<file path="src/hdl/fmdu_pkg.sv">
// ---------------------------------------------------------------------------
// fmdu_pkg
// shared types and constants of the fixed-point multiply / divide unit
// ---------------------------------------------------------------------------
package fmdu_pkg;

    localparam int FIELD_WIDTH  = 32;
    localparam int RESULT_WIDTH = 64;

    localparam logic [RESULT_WIDTH-1:0] ZERO_DIV_VALUE = 64'h0000_0000_7FFF_FFFF;

    typedef enum logic [1:0] {
        CMD_MUL    = 2'd0,
        CMD_DIV    = 2'd1,
        CMD_MULDIV = 2'd2
    } t_cmd;

    // control that rides along with the data through the divider chain
    typedef struct packed {
        logic [1:0] cmd;
        logic       neg;
        logic       dz;
    } t_side;

endpackage

</file>
<file path="src/hdl/fmdu_div_cell.sv">
// ---------------------------------------------------------------------------
// fmdu_div_cell
// one restoring-division cell: resolves one quotient bit per pass
// ---------------------------------------------------------------------------
module fmdu_div_cell
    import fmdu_pkg::*;
#(
    parameter int NW = 63,
    parameter int DW = 32
) (
    input  logic          i_clk,
    input  logic          i_rst_n,
    input  logic          i_en,
    input  logic          i_valid,
    input  t_side         i_side,
    input  logic [NW-1:0] i_nq,
    input  logic [DW-1:0] i_rem,
    input  logic [DW-1:0] i_div,
    output logic          o_valid,
    output t_side         o_side,
    output logic [NW-1:0] o_nq,
    output logic [DW-1:0] o_rem,
    output logic [DW-1:0] o_div
);
    logic [DW:0]   w_trial;
    logic [DW:0]   w_diff;
    logic          w_ge;
    logic          r_valid;
    t_side         r_side;
    logic [NW-1:0] r_nq;
    logic [DW-1:0] r_rem;
    logic [DW-1:0] r_div;

    // bring down the next numerator bit, try to subtract
    assign w_trial = {i_rem, i_nq[NW-1]};
    assign w_diff  = w_trial - {1'b0, i_div};
    assign w_ge    = (w_trial >= {1'b0, i_div});

    always_ff @(posedge i_clk) begin
        if (!i_rst_n) begin
            r_valid <= 1'b0;
        end else if (i_en) begin
            r_valid <= i_valid;
        end
        if (i_en) begin
            r_side <= i_side;
            r_div  <= i_div;
            r_nq   <= {i_nq[NW-2:0], w_ge};
            r_rem  <= w_ge ? w_diff[DW-1:0] : w_trial[DW-1:0];
        end
    end

    assign o_valid = r_valid;
    assign o_side  = r_side;
    assign o_nq    = r_nq;
    assign o_rem   = r_rem;
    assign o_div   = r_div;
endmodule

</file>
<file path="config.mk">
export PLATFORM = sky130hd
export DESIGN_NAME = fmdu_div_cell
export DESIGN_NICKNAME = d
export VERILOG_FILES = /design/src/hdl/fmdu_pkg.sv /design/src/hdl/fmdu_div_cell.sv
export SDC_FILE = /design/constraint.sdc
export NUM_CORES = 1
export LEC_CHECK = 0
export BUFFER_PORTS_ARGS = -buffer_cell sky130_fd_sc_hd__buf_2
export CAP_MARGIN = 20
export CORE_MARGIN = 2
export CORE_UTILIZATION = 48
export DETAILED_ROUTE_END_ITERATION = 12
export PLACE_DENSITY = 0.81
export SLEW_MARGIN = 20
export SYNTH_ARGS = -nofsm -noshare
export SYNTH_HDL_FRONTEND = slang
export SYNTH_SLANG_ARGS = --single-unit
</file>
<file path="constraint.sdc">
create_clock -name i_clk -period 4.1 [get_ports i_clk]
set_input_delay 0.205 -clock i_clk [delete_from_list [all_inputs] [get_ports i_clk]]
set_output_delay 0.205 -clock i_clk [all_outputs]
set_load 0.01 [all_outputs]
</file>
==> results.json <==
{
  "layout_commonest_cell": "buf_2",
  "end_kind": "register",
  "drtIter0Drc": 550,
  "syn2layout_area_growth_pct": 48.6,
  "io_buffers": 266,
  "fill_cells": 816,
  "cts_buffer_depth": 2,
  "synth.top_cell.area_share_pct": 63.7,
  "crit_fanout": 29,
  "syn_area_um2": 6180,
  "gp_congestion": 0.927,
  "drv_slew": 0,
  "drive_above_1_share_pct": 36.2,
  "p_leak_uw": 0.00405,
  "hold_path_class": "input pin to register",
  "htree_levels": 4,
  "synth_cell_types": 49,
  "num-nets-final": 1012,
  "wirelength_um": 20700,
  "die_h_um": 117,
  "syn_avg_cell_area_um2": 12.9,
  "async_reset_ff_share_pct": 0,
  "fin_ws_ps": 505,
  "initial_core_util_pct": 49.0,
  "insertion_delay_ps": 410,
  "cts_root_buffer": "clkbuf_16",
  "yosys_warnings": 0,
  "syn-num-nets": 647,
  "grt_usage_pct": 29.9,
  "vdd_drop_max_mv": 0.264,
  "max_freq_mhz": 278,
  "min_period_ps": 3600,
  "yosys_register_bits": 132,
  "post-route-util_pct": 72.7,
  "tightestPinTransition_ps": 988,
  "place.detailed.hpwl_um": 12300,
  "cts_tree": "done",
  "synth_ff_type": "edfxtp_1",
  "cts_sinks": 132,
  "preCtsSetupSlack_ps": 638,
  "firstDrtPassIters": 6,
  "grt_pass1_vias": 5666,
  "path_class": "input pin to register",
  "final-seq-area_um2": 3950,
  "clkTransAtPathRegs_ps": 60,
  "route.antenna.remaining_nets": 0,
  "cp.required_ps": 4260,
  "final_cell_mix": "265 x buf_2, 131 x edfxtp_1, 95 x dlygate4sd3_1, 56 x a21oi_1, 38 x inv_1",
  "synthTopCellsByArea": "edfxtp_1 64%, ha_1 6.5%, a21oi_1 4.5%, inv_1 2.3%, nor2_1 2.1%",
  "synth_edf_count": 131,
  "final.setup.tns_ps": 0,
  "grt_max_degree": 108,
  "grt_overflow": 0,
  "avgViaCountPerCell": 5.41,
  "cellPowerDensity_nw_per_um2": 427,
  "skew_ps": 0,
  "hold_violations": 0,
  "dr_total_vias": 5579,
  "drt_drc_violations_left": 0,
  "ios": 267,
  "maxSlewHeadroom_pct": 34.1,
  "multi_input_area_um2": 1990,
  "dieArea_um2": 13800,
  "ys_seq_area_share_pct": 64.0,
  "cap_violations": 0,
  "critPathLaunchType": "input pin",
  "yosys.area.top_type": "edfxtp_1",
  "cts_setup_buffers": 0,
  "rows": 41,
  "outcome": "finished, final reports clean",
  "netlist_instances": 479,
  "whs_ps": 11.6,
  "rsz0062_at_grt": "false",
  "crit_arrival_ps": 3750,
  "cts_made_buffers": 17,
  "setup_viol": 0,
  "avgRoutedWirePerCell_um": 20.1,
  "antenna_found_initial": 2,
  "grt_pass1_wl_um": 31500,
  "design.core.area_um2": 12600,
  "fin_crit_sh_pct": 87.7,
  "die_x_um": 117
}
-- report_power, final --
part | switching (µW) | internal [µW] | leakage, µW
combinational | 437 | 350 | 0.00251
sequential | 44.8 | 1650 | 0.00129
clock | 652 | 789 | 0.000255
-- synth_stat cells (2+ instances only) --
master       n
a211oi_1     3
a31oi_1      5
a21o_1      12
xnor2_1     15
ha_1        32
nor2_1      35
nor3_1       2
edfxtp_1   131
and2_1       2
o22ai_1      2
nand3_1      8
nand2_1     26
nor2b_1      4
mux2_1       4
xor2_1      12
inv_1       38
a2bb2oi_1    2
and4_1       2
buf_4        3
nand4_1      8
buf_2        8
o21a_1       6
o21bai_1     3
nand2b_1     3
mux2i_1      2
mux2_2       6
o211ai_1     4
o21ai_0     16
nor4_1       4
clkbuf_1     6
a21oi_1     56
or4_1        2
-- cell type report --
type                       instances  share of cell area, %
timing repair buffer             364                   25.3
multi-input combinational        291                   21.7
tap                              172                   2.34
antenna                            2                 0.0545
sequential                       132                   43.1
clock inverter                    15                   1.32
inverter                          38                   1.55
clock buffer                      17                   4.63
-- per-layer routing --
metal  part of all wire (%)  track usage [%]  wire [µm]  up-vias
met5                      0                0          0        -
met4                    5.1             14.2       1060        0
met3                    7.8             8.58       1620       84
met2                     50             52.2      10300      337
met1                     37             34.0       7720     2643
li1                       -                -          -     2515
-- final timing paths --
check / startpoint / end / slack, ps / cells past startpoint
setup / recovery: i_div[7] / o_rem[13]$_DFFE_PP_ / 500 / 13
hold / removal: i_div[15] / o_div[15]$_DFFE_PP_ / 10 / 1
setup reg to reg: o_valid$_SDFFE_PN0P_ / o_valid$_SDFFE_PN0P_ / 3420 / 2
hold reg to reg: o_valid$_SDFFE_PN0P_ / o_valid$_SDFFE_PN0P_ / 570 / 2
-- stage by stage --
step	instance area, µm²	cells	power, µW
after floorplan	6180	479	2090
after global placement	7680	902	2370
after detailed placement	7680	902	2390
after CTS	9180	1029	3860
after global routing	9180	1031	4050
final	9180	1031	3920
-- critical path, cell delays in order --
cell and delay (ps):
dlygate4sd3_1 530, buf_2 110, inv_1 40, ha_1 390
nand4_1 220, or4_1 550, a21oi_1 140, nor3_1 90
a211oi_2 240, o21ai_2 160, o31ai_4 460, buf_12 240
mux2_1 360
-- flip-flops by register name, indices dropped and copies added (netlist names) --
register,cells
o_side,4
o_nq,63
o_valid,1
o_rem,32
o_div,32
-- cells by family after synthesis --
group	synth area share (%)
flops	64.0
compound gates	11.8
simple gates	7.63
buf+inv	3.77
fa+ha+maj	6.80
xor+xnor	3.83
mux	2.15
-- timing repair --
action,in CTS,in global routing
resized for setup,0,0
hold buffers,95,0
endpoints found under the hold margin,95,0
No activity file was read; power rests on OpenSTA's default activity.
